<file path="config.mk">
export PLATFORM = sky130hd
export DESIGN_NAME = grid_mesh_vertex_index_generator
export DESIGN_NICKNAME = d
export VERILOG_FILES = /design/src/design/gmvi_pkg.sv /design/src/design/gmvi_ctrl.sv /design/src/design/gmvi_dp.sv /design/src/design/grid_mesh_vertex_index_generator.sv
export SDC_FILE = /design/constraint.sdc
export NUM_CORES = 1
export LEC_CHECK = 0
export ABC_CLOCK_PERIOD_IN_PS = 7900
export BUFFER_PORTS_ARGS = -buffer_cell sky130_fd_sc_hd__buf_4
export CAP_MARGIN = 20
export CORE_MARGIN = 8
export CORE_UTILIZATION = 60
export CTS_CLUSTER_SIZE = 14
export DETAILED_ROUTE_END_ITERATION = 10
export PLACE_DENSITY = 0.87
export SETUP_SLACK_MARGIN = 0.3
export SLEW_MARGIN = 25
export SYNTH_ARGS = -nofsm -noshare
export SYNTH_HDL_FRONTEND = slang
export SYNTH_SLANG_ARGS = --single-unit
</file>
<file path="constraint.sdc">
create_clock -name clk -period 7.9 [get_ports clk]
set_clock_uncertainty 0.15 [all_clocks]
set_input_delay 1.58 -clock clk [delete_from_list [all_inputs] [get_ports clk]]
set_output_delay 1.58 -clock clk [all_outputs]
set_load 0.05 [all_outputs]
</file>
<file path="src/design/gmvi_pkg.sv">
// Grid mesh vertex index generator: shared types, constants and helpers.
// Used by gmvi_ctrl, gmvi_dp, the top level and the assertion checker.
package gmvi_pkg;

    localparam int RES_W     = 8;    // res_x / res_y register width
    localparam int SIDE_W    = 9;    // vertices per side, 2..256
    localparam int POS_W     = 8;    // column / row position
    localparam int COORD_W   = 17;   // u/v, 1.0 = 65536
    localparam int IDX_W     = 16;   // vertex index
    localparam int OFS_W     = 2;    // signed edge offset
    localparam int CFG_IDX_W = 2;
    localparam int CFG_DAT_W = 8;
    localparam int REM_W     = 9;    // divider partial remainder

    localparam logic [SIDE_W-1:0] MAX_SIDE = 9'd256;

    // quotient bits per division: 16 fraction bits plus the integer bit
    localparam int DIV_STEPS = 17;
    localparam int CNT_W     = $clog2(DIV_STEPS);
    localparam logic [CNT_W-1:0] LAST_STEP = CNT_W'(DIV_STEPS - 1);

    // configuration register indexes
    localparam logic [CFG_IDX_W-1:0] REG_RES_X     = 2'd0;
    localparam logic [CFG_IDX_W-1:0] REG_RES_Y     = 2'd1;
    localparam logic [CFG_IDX_W-1:0] REG_ANTIALIAS = 2'd2;

    // configuration reset values
    localparam logic [RES_W-1:0] RES_X_RST = 8'd4;
    localparam logic [RES_W-1:0] RES_Y_RST = 8'd4;

    // edge offset codes
    localparam logic signed [OFS_W-1:0] OFS_NONE = 2'sb00;
    localparam logic signed [OFS_W-1:0] OFS_PLUS = 2'sb01;
    localparam logic signed [OFS_W-1:0] OFS_MINUS = 2'sb11;

    // controller to datapath commands
    typedef struct packed {
        logic start;   // transaction accepted: fix position, seed dividers
        logic step;    // one divider step
        logic load;    // move the finished vertex into the output register
    } dp_cmd_t;

    // 2 + res, saturated at MAX_SIDE
    function automatic logic [SIDE_W-1:0] side_len(input logic [RES_W-1:0] res);
        logic [SIDE_W-1:0] n;
        n = {1'b0, res} + 9'd2;
        return (n > MAX_SIDE) ? MAX_SIDE : n;
    endfunction

    function automatic logic signed [OFS_W-1:0] edge_off(
        input logic              aa,
        input logic [POS_W-1:0]  pos,
        input logic [SIDE_W-1:0] n
    );
        logic signed [OFS_W-1:0] ofs;
        ofs = OFS_NONE;
        if (aa)
        begin
            if (pos == '0)
                ofs = OFS_PLUS;
            else if ({1'b0, pos} == n - 9'd1)
                ofs = OFS_MINUS;
        end
        return ofs;
    endfunction

endpackage

</file>
<file path="src/design/gmvi_ctrl.sv">
// Sequencer for the grid mesh vertex index generator.
// Drives the handshakes and issues gmvi_pkg::dp_cmd_t commands to gmvi_dp.
module gmvi_ctrl (
    input  logic              clk,
    input  logic              rst_n,
    input  logic              in_valid,
    output logic              in_stall,
    output logic              out_valid,
    input  logic              out_stall,
    output gmvi_pkg::dp_cmd_t cmd
);

    localparam logic [1:0] ST_IDLE = 2'd0;
    localparam logic [1:0] ST_DIV  = 2'd1;
    localparam logic [1:0] ST_DONE = 2'd2;

    logic [1:0]                  state_reg, state_next;
    logic [gmvi_pkg::CNT_W-1:0]  cnt_reg, cnt_next;
    logic                        out_valid_reg, out_valid_next;
    logic                        out_free;
    logic                        accept;

    // output register can take a new vertex this cycle
    assign out_free = !out_valid_reg || !out_stall;

    always_comb
    begin
        in_stall = !((state_reg == ST_IDLE) || ((state_reg == ST_DONE) && out_free));
    end

    assign accept    = in_valid && !in_stall;
    assign out_valid = out_valid_reg;

    always_comb
    begin
        state_next = state_reg;
        cnt_next   = cnt_reg;
        cmd        = '0;
        cmd.start  = accept;
        case (state_reg)
            ST_IDLE:
            begin
                if (accept)
                begin
                    state_next = ST_DIV;
                    cnt_next   = '0;
                end
            end
            ST_DIV:
            begin
                cmd.step = 1'b1;
                cnt_next = cnt_reg + 1'b1;
                if (cnt_reg == gmvi_pkg::LAST_STEP)
                    state_next = ST_DONE;
            end
            ST_DONE:
            begin
                if (out_free)
                begin
                    cmd.load = 1'b1;
                    if (accept)
                    begin
                        state_next = ST_DIV;
                        cnt_next   = '0;
                    end
                    else
                    begin
                        state_next = ST_IDLE;
                    end
                end
            end
            default:
            begin
                state_next = ST_IDLE;
            end
        endcase
    end

    assign out_valid_next = cmd.load || (out_valid_reg && out_stall);

    always_ff @(posedge clk or negedge rst_n)
    begin
        if (!rst_n)
        begin
            state_reg     <= ST_IDLE;
            cnt_reg       <= '0;
            out_valid_reg <= 1'b0;
        end
        else
        begin
            state_reg     <= state_next;
            cnt_reg       <= cnt_next;
            out_valid_reg <= out_valid_next;
        end
    end

endmodule

</file>
<file path="src/design/gmvi_dp.sv">
// Datapath: configuration registers, grid position, index arithmetic,
// two radix-2 dividers for u/v and the output register. Uses gmvi_pkg.
module gmvi_dp (
    input  logic                                   clk,
    input  logic                                   rst_n,
    input  logic                                   cfg_we,
    input  logic [gmvi_pkg::CFG_IDX_W-1:0]         cfg_index,
    input  logic [gmvi_pkg::CFG_DAT_W-1:0]         cfg_data,
    input  logic                                   restart,
    input  gmvi_pkg::dp_cmd_t                      cmd,
    output logic [gmvi_pkg::COORD_W-1:0]           u_coord,
    output logic [gmvi_pkg::COORD_W-1:0]           v_coord,
    output logic signed [gmvi_pkg::OFS_W-1:0]      x_offset,
    output logic signed [gmvi_pkg::OFS_W-1:0]      y_offset,
    output logic                                   has_quad,
    output logic [gmvi_pkg::IDX_W-1:0]             tri0_a,
    output logic [gmvi_pkg::IDX_W-1:0]             tri0_b,
    output logic [gmvi_pkg::IDX_W-1:0]             tri0_c,
    output logic [gmvi_pkg::IDX_W-1:0]             tri1_a,
    output logic [gmvi_pkg::IDX_W-1:0]             tri1_b,
    output logic [gmvi_pkg::IDX_W-1:0]             tri1_c,
    output logic                                   last_vertex
);

    logic [gmvi_pkg::RES_W-1:0]   res_x_reg, res_y_reg;
    logic                         aa_reg;
    logic [gmvi_pkg::SIDE_W-1:0]  cols, rows;
    logic [gmvi_pkg::RES_W-1:0]   div_u, div_v;

    logic [gmvi_pkg::POS_W-1:0]   column_reg, row_reg;
    logic [gmvi_pkg::POS_W-1:0]   column_next, row_next;
    logic [gmvi_pkg::POS_W-1:0]   c_start, r_start;
    logic [gmvi_pkg::SIDE_W-1:0]  c_inc, r_inc;
    logic                         pos_reset;

    logic [gmvi_pkg::POS_W-1:0]   c_reg, r_reg;
    logic [gmvi_pkg::IDX_W-1:0]   here_reg, here_next;
    logic [gmvi_pkg::COORD_W-1:0] prod;

    logic [gmvi_pkg::REM_W-1:0]   rem_u_reg, rem_v_reg, rem_u_next, rem_v_next;
    logic [gmvi_pkg::COORD_W-1:0] q_u_reg, q_v_reg;
    logic                         trial_u, trial_v;
    logic [gmvi_pkg::REM_W-1:0]   sel_u, sel_v;

    logic                         quad;
    logic [gmvi_pkg::IDX_W-1:0]   below, here_p1, below_p1;

    // ---- configuration ----
    always_ff @(posedge clk or negedge rst_n)
    begin
        if (!rst_n)
        begin
            res_x_reg <= gmvi_pkg::RES_X_RST;
            res_y_reg <= gmvi_pkg::RES_Y_RST;
            aa_reg    <= 1'b0;
        end
        else if (cfg_we)
        begin
            case (cfg_index)
                gmvi_pkg::REG_RES_X:     res_x_reg <= cfg_data;
                gmvi_pkg::REG_RES_Y:     res_y_reg <= cfg_data;
                gmvi_pkg::REG_ANTIALIAS: aa_reg    <= cfg_data[0];
                default:                 ;
            endcase
        end
    end

    assign cols  = gmvi_pkg::side_len(res_x_reg);
    assign rows  = gmvi_pkg::side_len(res_y_reg);
    assign div_u = gmvi_pkg::RES_W'(cols - 9'd1);
    assign div_v = gmvi_pkg::RES_W'(rows - 9'd1);

    // ---- position walk ----
    // also back to vertex 0 if a shrunk grid left the position outside
    assign pos_reset = restart || ({1'b0, column_reg} >= cols) || ({1'b0, row_reg} >= rows);
    assign c_start   = pos_reset ? '0 : column_reg;
    assign r_start   = pos_reset ? '0 : row_reg;
    assign c_inc     = {1'b0, c_start} + 9'd1;
    assign r_inc     = {1'b0, r_start} + 9'd1;

    always_comb
    begin
        if (c_inc < cols)
        begin
            column_next = c_inc[gmvi_pkg::POS_W-1:0];
            row_next    = r_start;
        end
        else
        begin
            column_next = '0;
            row_next    = (r_inc < rows) ? r_inc[gmvi_pkg::POS_W-1:0] : '0;
        end
    end

    always_ff @(posedge clk or negedge rst_n)
    begin
        if (!rst_n)
        begin
            column_reg <= '0;
            row_reg    <= '0;
        end
        else if (cmd.start)
        begin
            column_reg <= column_next;
            row_reg    <= row_next;
        end
    end

    // ---- linear index: row * cols + column ----
    assign prod      = {9'b0, r_reg} * {8'b0, cols};
    assign here_next = prod[gmvi_pkg::IDX_W-1:0] + {8'b0, c_reg};

    // ---- restoring dividers, one quotient bit per step ----
    // seed remainder is the position itself (never above the divisor)
    assign trial_u    = rem_u_reg >= {1'b0, div_u};
    assign trial_v    = rem_v_reg >= {1'b0, div_v};
    assign sel_u      = trial_u ? (rem_u_reg - {1'b0, div_u}) : rem_u_reg;
    assign sel_v      = trial_v ? (rem_v_reg - {1'b0, div_v}) : rem_v_reg;
    assign rem_u_next = {sel_u[gmvi_pkg::REM_W-2:0], 1'b0};
    assign rem_v_next = {sel_v[gmvi_pkg::REM_W-2:0], 1'b0};

    always_ff @(posedge clk)
    begin
        if (cmd.start)
        begin
            c_reg     <= c_start;
            r_reg     <= r_start;
            rem_u_reg <= {1'b0, c_start};
            rem_v_reg <= {1'b0, r_start};
            q_u_reg   <= '0;
            q_v_reg   <= '0;
        end
        else if (cmd.step)
        begin
            rem_u_reg <= rem_u_next;
            rem_v_reg <= rem_v_next;
            q_u_reg   <= {q_u_reg[gmvi_pkg::COORD_W-2:0], trial_u};
            q_v_reg   <= {q_v_reg[gmvi_pkg::COORD_W-2:0], trial_v};
            here_reg  <= here_next;
        end
    end

    // ---- result assembly ----
    assign quad     = ({1'b0, c_reg} < cols - 9'd1) && ({1'b0, r_reg} < rows - 9'd1);
    assign below    = here_reg + {7'b0, cols};
    assign here_p1  = here_reg + 16'd1;
    assign below_p1 = below + 16'd1;

    always_ff @(posedge clk)
    begin
        if (cmd.load)
        begin
            u_coord     <= q_u_reg;
            v_coord     <= q_v_reg;
            x_offset    <= gmvi_pkg::edge_off(aa_reg, c_reg, cols);
            y_offset    <= gmvi_pkg::edge_off(aa_reg, r_reg, rows);
            has_quad    <= quad;
            tri0_a      <= quad ? here_reg : '0;
            tri0_b      <= quad ? here_p1  : '0;
            tri0_c      <= quad ? below    : '0;
            tri1_a      <= quad ? below    : '0;
            tri1_b      <= quad ? below_p1 : '0;
            tri1_c      <= quad ? here_p1  : '0;
            last_vertex <= ({1'b0, c_reg} == cols - 9'd1) && ({1'b0, r_reg} == rows - 9'd1);
        end
    end

endmodule

</file>
<file path="src/design/grid_mesh_vertex_index_generator.sv">
// Top level of the grid mesh vertex index generator.
// Instantiates gmvi_ctrl and gmvi_dp; types and constants from gmvi_pkg.
//
// Walks a (2+res_x) by (2+res_y) vertex grid in row order, one vertex per
// input transaction (restart=1 goes back to vertex 0 first). Each output
// transaction carries u/v in 1.0 = 65536 fixed point (truncated), the
// antialiasing edge offsets and, for a vertex off the last row and column,
// the six indices of its quad's two triangles. A vertex passes from
// acceptance to the output register through 17 steps of the two radix-2
// dividers (u and v run side by side, one quotient bit each per cycle)
// and then the done state, which loads the result; a new transaction can
// be taken in the done state when the output register is free. A finished
// vertex waiting there on out_stall holds up acceptance of the next one.
// Configuration writes take effect at once and must only be made while
// the block is idle; a side of 255 extra vertices is clamped to 256. No
// clearing pass after reset.
module grid_mesh_vertex_index_generator (
    input  logic                                   clk,
    input  logic                                   rst_n,
    // configuration write port
    input  logic                                   cfg_we,
    input  logic [gmvi_pkg::CFG_IDX_W-1:0]         cfg_index,
    input  logic [gmvi_pkg::CFG_DAT_W-1:0]         cfg_data,
    // input channel
    input  logic                                   in_valid,
    output logic                                   in_stall,
    input  logic                                   restart,
    // output channel
    output logic                                   out_valid,
    input  logic                                   out_stall,
    output logic [gmvi_pkg::COORD_W-1:0]           u_coord,
    output logic [gmvi_pkg::COORD_W-1:0]           v_coord,
    output logic signed [gmvi_pkg::OFS_W-1:0]      x_offset,
    output logic signed [gmvi_pkg::OFS_W-1:0]      y_offset,
    output logic                                   has_quad,
    output logic [gmvi_pkg::IDX_W-1:0]             tri0_a,
    output logic [gmvi_pkg::IDX_W-1:0]             tri0_b,
    output logic [gmvi_pkg::IDX_W-1:0]             tri0_c,
    output logic [gmvi_pkg::IDX_W-1:0]             tri1_a,
    output logic [gmvi_pkg::IDX_W-1:0]             tri1_b,
    output logic [gmvi_pkg::IDX_W-1:0]             tri1_c,
    output logic                                   last_vertex
);

    // start / step / load from the sequencer
    gmvi_pkg::dp_cmd_t cmd;

    gmvi_ctrl u_ctrl (
        .clk       (clk),
        .rst_n     (rst_n),
        .in_valid  (in_valid),
        .in_stall  (in_stall),
        .out_valid (out_valid),
        .out_stall (out_stall),
        .cmd       (cmd)
    );

    // position, index maths, dividers and the output register
    gmvi_dp u_dp (
        .clk         (clk),
        .rst_n       (rst_n),
        .cfg_we      (cfg_we),
        .cfg_index   (cfg_index),
        .cfg_data    (cfg_data),
        .restart     (restart),
        .cmd         (cmd),
        .u_coord     (u_coord),
        .v_coord     (v_coord),
        .x_offset    (x_offset),
        .y_offset    (y_offset),
        .has_quad    (has_quad),
        .tri0_a      (tri0_a),
        .tri0_b      (tri0_b),
        .tri0_c      (tri0_c),
        .tri1_a      (tri1_a),
        .tri1_b      (tri1_b),
        .tri1_c      (tri1_c),
        .last_vertex (last_vertex)
    );

endmodule

</file>
==> metrics <==
run status finished, final reports clean; worst hold path type flip-flop to flip-flop; worst-path cell chain nand4_2, nor3_4, nor2_2, inv_1, ha_1, a2111oi_0, o21a_1, o31a_2, and2_1, ha_1, nand3_1, inv_1, nand3_1, xor2_1, or2b_1, inv_1, ha_1, a21o_1, a21o_1, a211oi_1, inv_1, or4_1, o2111ai_1; insertion delay of the later-clocked pin in the worst-skew pair 520 ps; detail-routed via count per cell 5.72; sort of element at the end of the critical path flip-flop; Setup Viol. Count Final 0; required time of the critical path 8180 ps; Vert. Die Dim 173 um; peak clock frequency supported by timing 145 MHz; Starting DRT DRC Count 789; maximum clock insertion buffer count 3; post-synthesis area per instance 10.3 sq um; maximum number of pins on one net before global-route repair 86; drc violations 0; layout cells sized above 1 16.4%; fin. max-slew vios 0; count of state elements after synthesis 229; Final ANT Viol Nets 0; static leakage 7.24 nW; Max-Cap Viols 0; overall fraction of global-route tracks in use 21.9%; ratio of total power to cell area 408 nW/um^2; mapped cell area 14800 sq um; number of antenna violations at the first check in global routing 0; Antenna Cells 0; share of the yosys chip area belonging to registers 42.7%; master cell of the clock root buffer clkbuf_16; family with the most delay on the worst path simple AND/OR/NAND/NOR gates; Fin Setup TNS 0 ps; vias in the first global route 10900; dominant cell type by count on the critical path inv_1; setup bufs post-CTS 0; r2r setup slk 1000 ps; Post-Route Hold Slack 291 ps; Synthesis Warnings 0; Buf+Inv Stages, Crit Path 4; placer's final routability congestion estimate 0.968; TritonCTS Sinks 229; number of inserted filler cells in the final layout 1830; number of vias after detailed routing 10800; CTS tree yes; clk slew on worst S/H paths 60 ps; crit-path max FO 21; die footprint 29900 sq um; number of distinct library cell variants in the gate-level netlist after synthesis 85; Initial Util 60.9%; boundary pin count 154; H-tree depth 1; worst setup path class flip-flop to flip-flop; Worst slew margin 31.9%; fraction of registers with async set/reset 17.9%; ratio of final minimum period to clock period 87.3%; CTS Buf Count 24; combined area of the multi-input logic cells 7510 sq um; synthesis-to-finish area growth 13.0%; DRT Wirelength 33.4 mm; remaining global-route overflow 0; net count of the mapped netlist 1626; Slowest-stage cell, CP dfrtp_1; Top FF cell, synth edfxtp_1; crit path launch type flip-flop; worst slew pin tran 1020 ps; total area of sequential cells 6310 sq um; global-route wire length before repair 55.0 mm; die width 173 um; CP peak stage delay 690 ps; DP HPWL 25.1 mm; count of port buffers added during placement 153; fin crit period 6900 ps; net count of the finished layout 1734; Avg WL per Cell 17.7 um; Resized Gates After CTS 0; number of flops mapped to enable cells by yosys 152; number of instances in the synthesized netlist 1439; standard-cell row count 57; DR pass1 iterations 6; number of buffers inserted by hold repair at cts 0; RSZ-0062 raised after global routing no; core box area 24200 sq um; worst vdd ir 0.298 mV; Final Hold Vio Count 0; data arrival time of the worst path 7180 ps
[cells in the mapped netlist (4+ instances only)]
cell type / number / area [sq um]
nand2_1: 164 / 616
edfxtp_1: 152 / 4560
inv_1: 128 / 480
nor2_1: 120 / 450
ha_1: 119 / 1490
o21ai_0: 71 / 355
xnor2_1: 66 / 578
fa_1: 52 / 1040
a21oi_1: 45 / 225
dfrtp_1: 39 / 976
dfxtp_1: 36 / 721
nand3_1: 36 / 180
clkbuf_1: 34 / 128
buf_4: 33 / 248
and2_1: 30 / 188
xor2_1: 26 / 228
nor2b_1: 23 / 144
nand4_1: 20 / 125
mux2_2: 16 / 180
nor3_1: 16 / 80.1
mux2i_1: 15 / 150
and3_1: 14 / 87.6
o21a_1: 11 / 82.6
nor2_2: 10 / 62.6
a21o_1: 9 / 67.6
o211ai_1: 9 / 67.6
buf_6: 8 / 90.1
or2_2: 8 / 50.1
or3_1: 8 / 50.1
nand2b_1: 7 / 43.8
o2bb2ai_1: 7 / 61.3
nor3b_1: 6 / 45.0
nor4_1: 6 / 37.5
a21boi_0: 5 / 37.5
o21ai_1: 5 / 25.0
a211oi_1: 4 / 30.0
o22ai_1: 4 / 25.0
o31ai_1: 4 / 30.0
or4_1: 4 / 30.0
[layout by cell type, fill, tap and decap left out, types with 20 or more instances in the layout]
master       n
nand2_1    164
inv_1      127
xnor2_1     66
dfrtp_1     39
nor2_1     120
edfxtp_1   152
ha_1       119
fa_1        52
xor2_1      26
nand4_1     20
o21ai_0     71
clkbuf_16   24
nor2b_1     23
nand3_1     36
and2_1      30
buf_4      163
dfxtp_1     36
a21oi_1     44
[kinds of logic after synthesis]
family	synth area share, %
AO/OA/AOI/OAI	9.07
buffers and inverters	6.63
AND/OR/NAND/NOR	16.7
adder cells (fa/ha/maj)	17.1
flip-flops	42.7
multiplexers	2.24
XOR/XNOR	5.45
[worst reg2reg max path, stage by stage (launching register included)]
cell,delay (ps)
dfrtp_1,690
nand4_2,220
nor3_4,650
nor2_2,310
inv_1,160
ha_1,250
a2111oi_0,450
o21a_1,250
o31a_2,450
and2_1,250
ha_1,280
nand3_1,170
inv_1,130
nand3_1,100
xor2_1,160
or2b_1,240
inv_1,60
ha_1,230
a21o_1,180
a21o_1,170
a211oi_1,550
inv_1,120
or4_1,490
o2111ai_1,100
[power breakdown]
part,switching [mW],internal (mW),leakage [nW]
clock,0.462,0.630,0.366
sequential,0.231,1.76,2.25
combinational,2.17,1.57,4.63
[final cells by class]
class	count	share of cell area (%)
multi-input cells	999	45.0
flip-flops and latches	229	37.8
repair buffers	163	7.33
clock buffers	32	3.78
well taps	324	2.43
clock inverters	11	0.742
inverters	130	2.92
[final timing paths]
| check | startpoint | to | cells past startpoint |
|---|---|---|---|
| worst max-delay path | u_dp.res_x_reg[1] | u_dp.row_reg[2] | 23 |
| worst min-delay path | u_dp.q_u_reg[16] | u_dp.u_coord[16] | 0 |
| worst max register to register | u_dp.res_x_reg[1] | u_dp.row_reg[2] | 23 |
| worst min register to register | u_dp.q_u_reg[16] | u_dp.u_coord[16] | 0 |
| max in group asynchronous | rst_n | u_dp.res_y_reg[7] | 1 |
| min in group asynchronous | rst_n | u_dp.row_reg[4] | 1 |
[metal layers]
layer | vias up | share of wire [%] | track usage, %
li1 | 5156 | - | -
met1 | 5158 | 41 | 26.8
met2 | 401 | 49 | 37.4
met3 | 77 | 8.0 | 5.16
met4 | 0 | 2.6 | 7.40
met5 | - | 0 | 0
[stage by stage]
stage | cell area, sq um | cells | util, % | setup WS (ps) | total power, mW
after CTS | 16700 | 1888 | 68.8 | 1110 | 6.83
after detailed placement | 15900 | 1845 | 65.7 | 1130 | 5.70
after global placement | 15900 | 1845 | 65.7 | 1460 | 5.47
after global routing | 16700 | 1888 | 68.8 | 545 | 7.39
after floorplan | 14800 | 1439 | - | 660 | 4.92
final | 16700 | 1888 | 68.8 | 1000 | 6.82
Power figures use the tool's default switching activity.
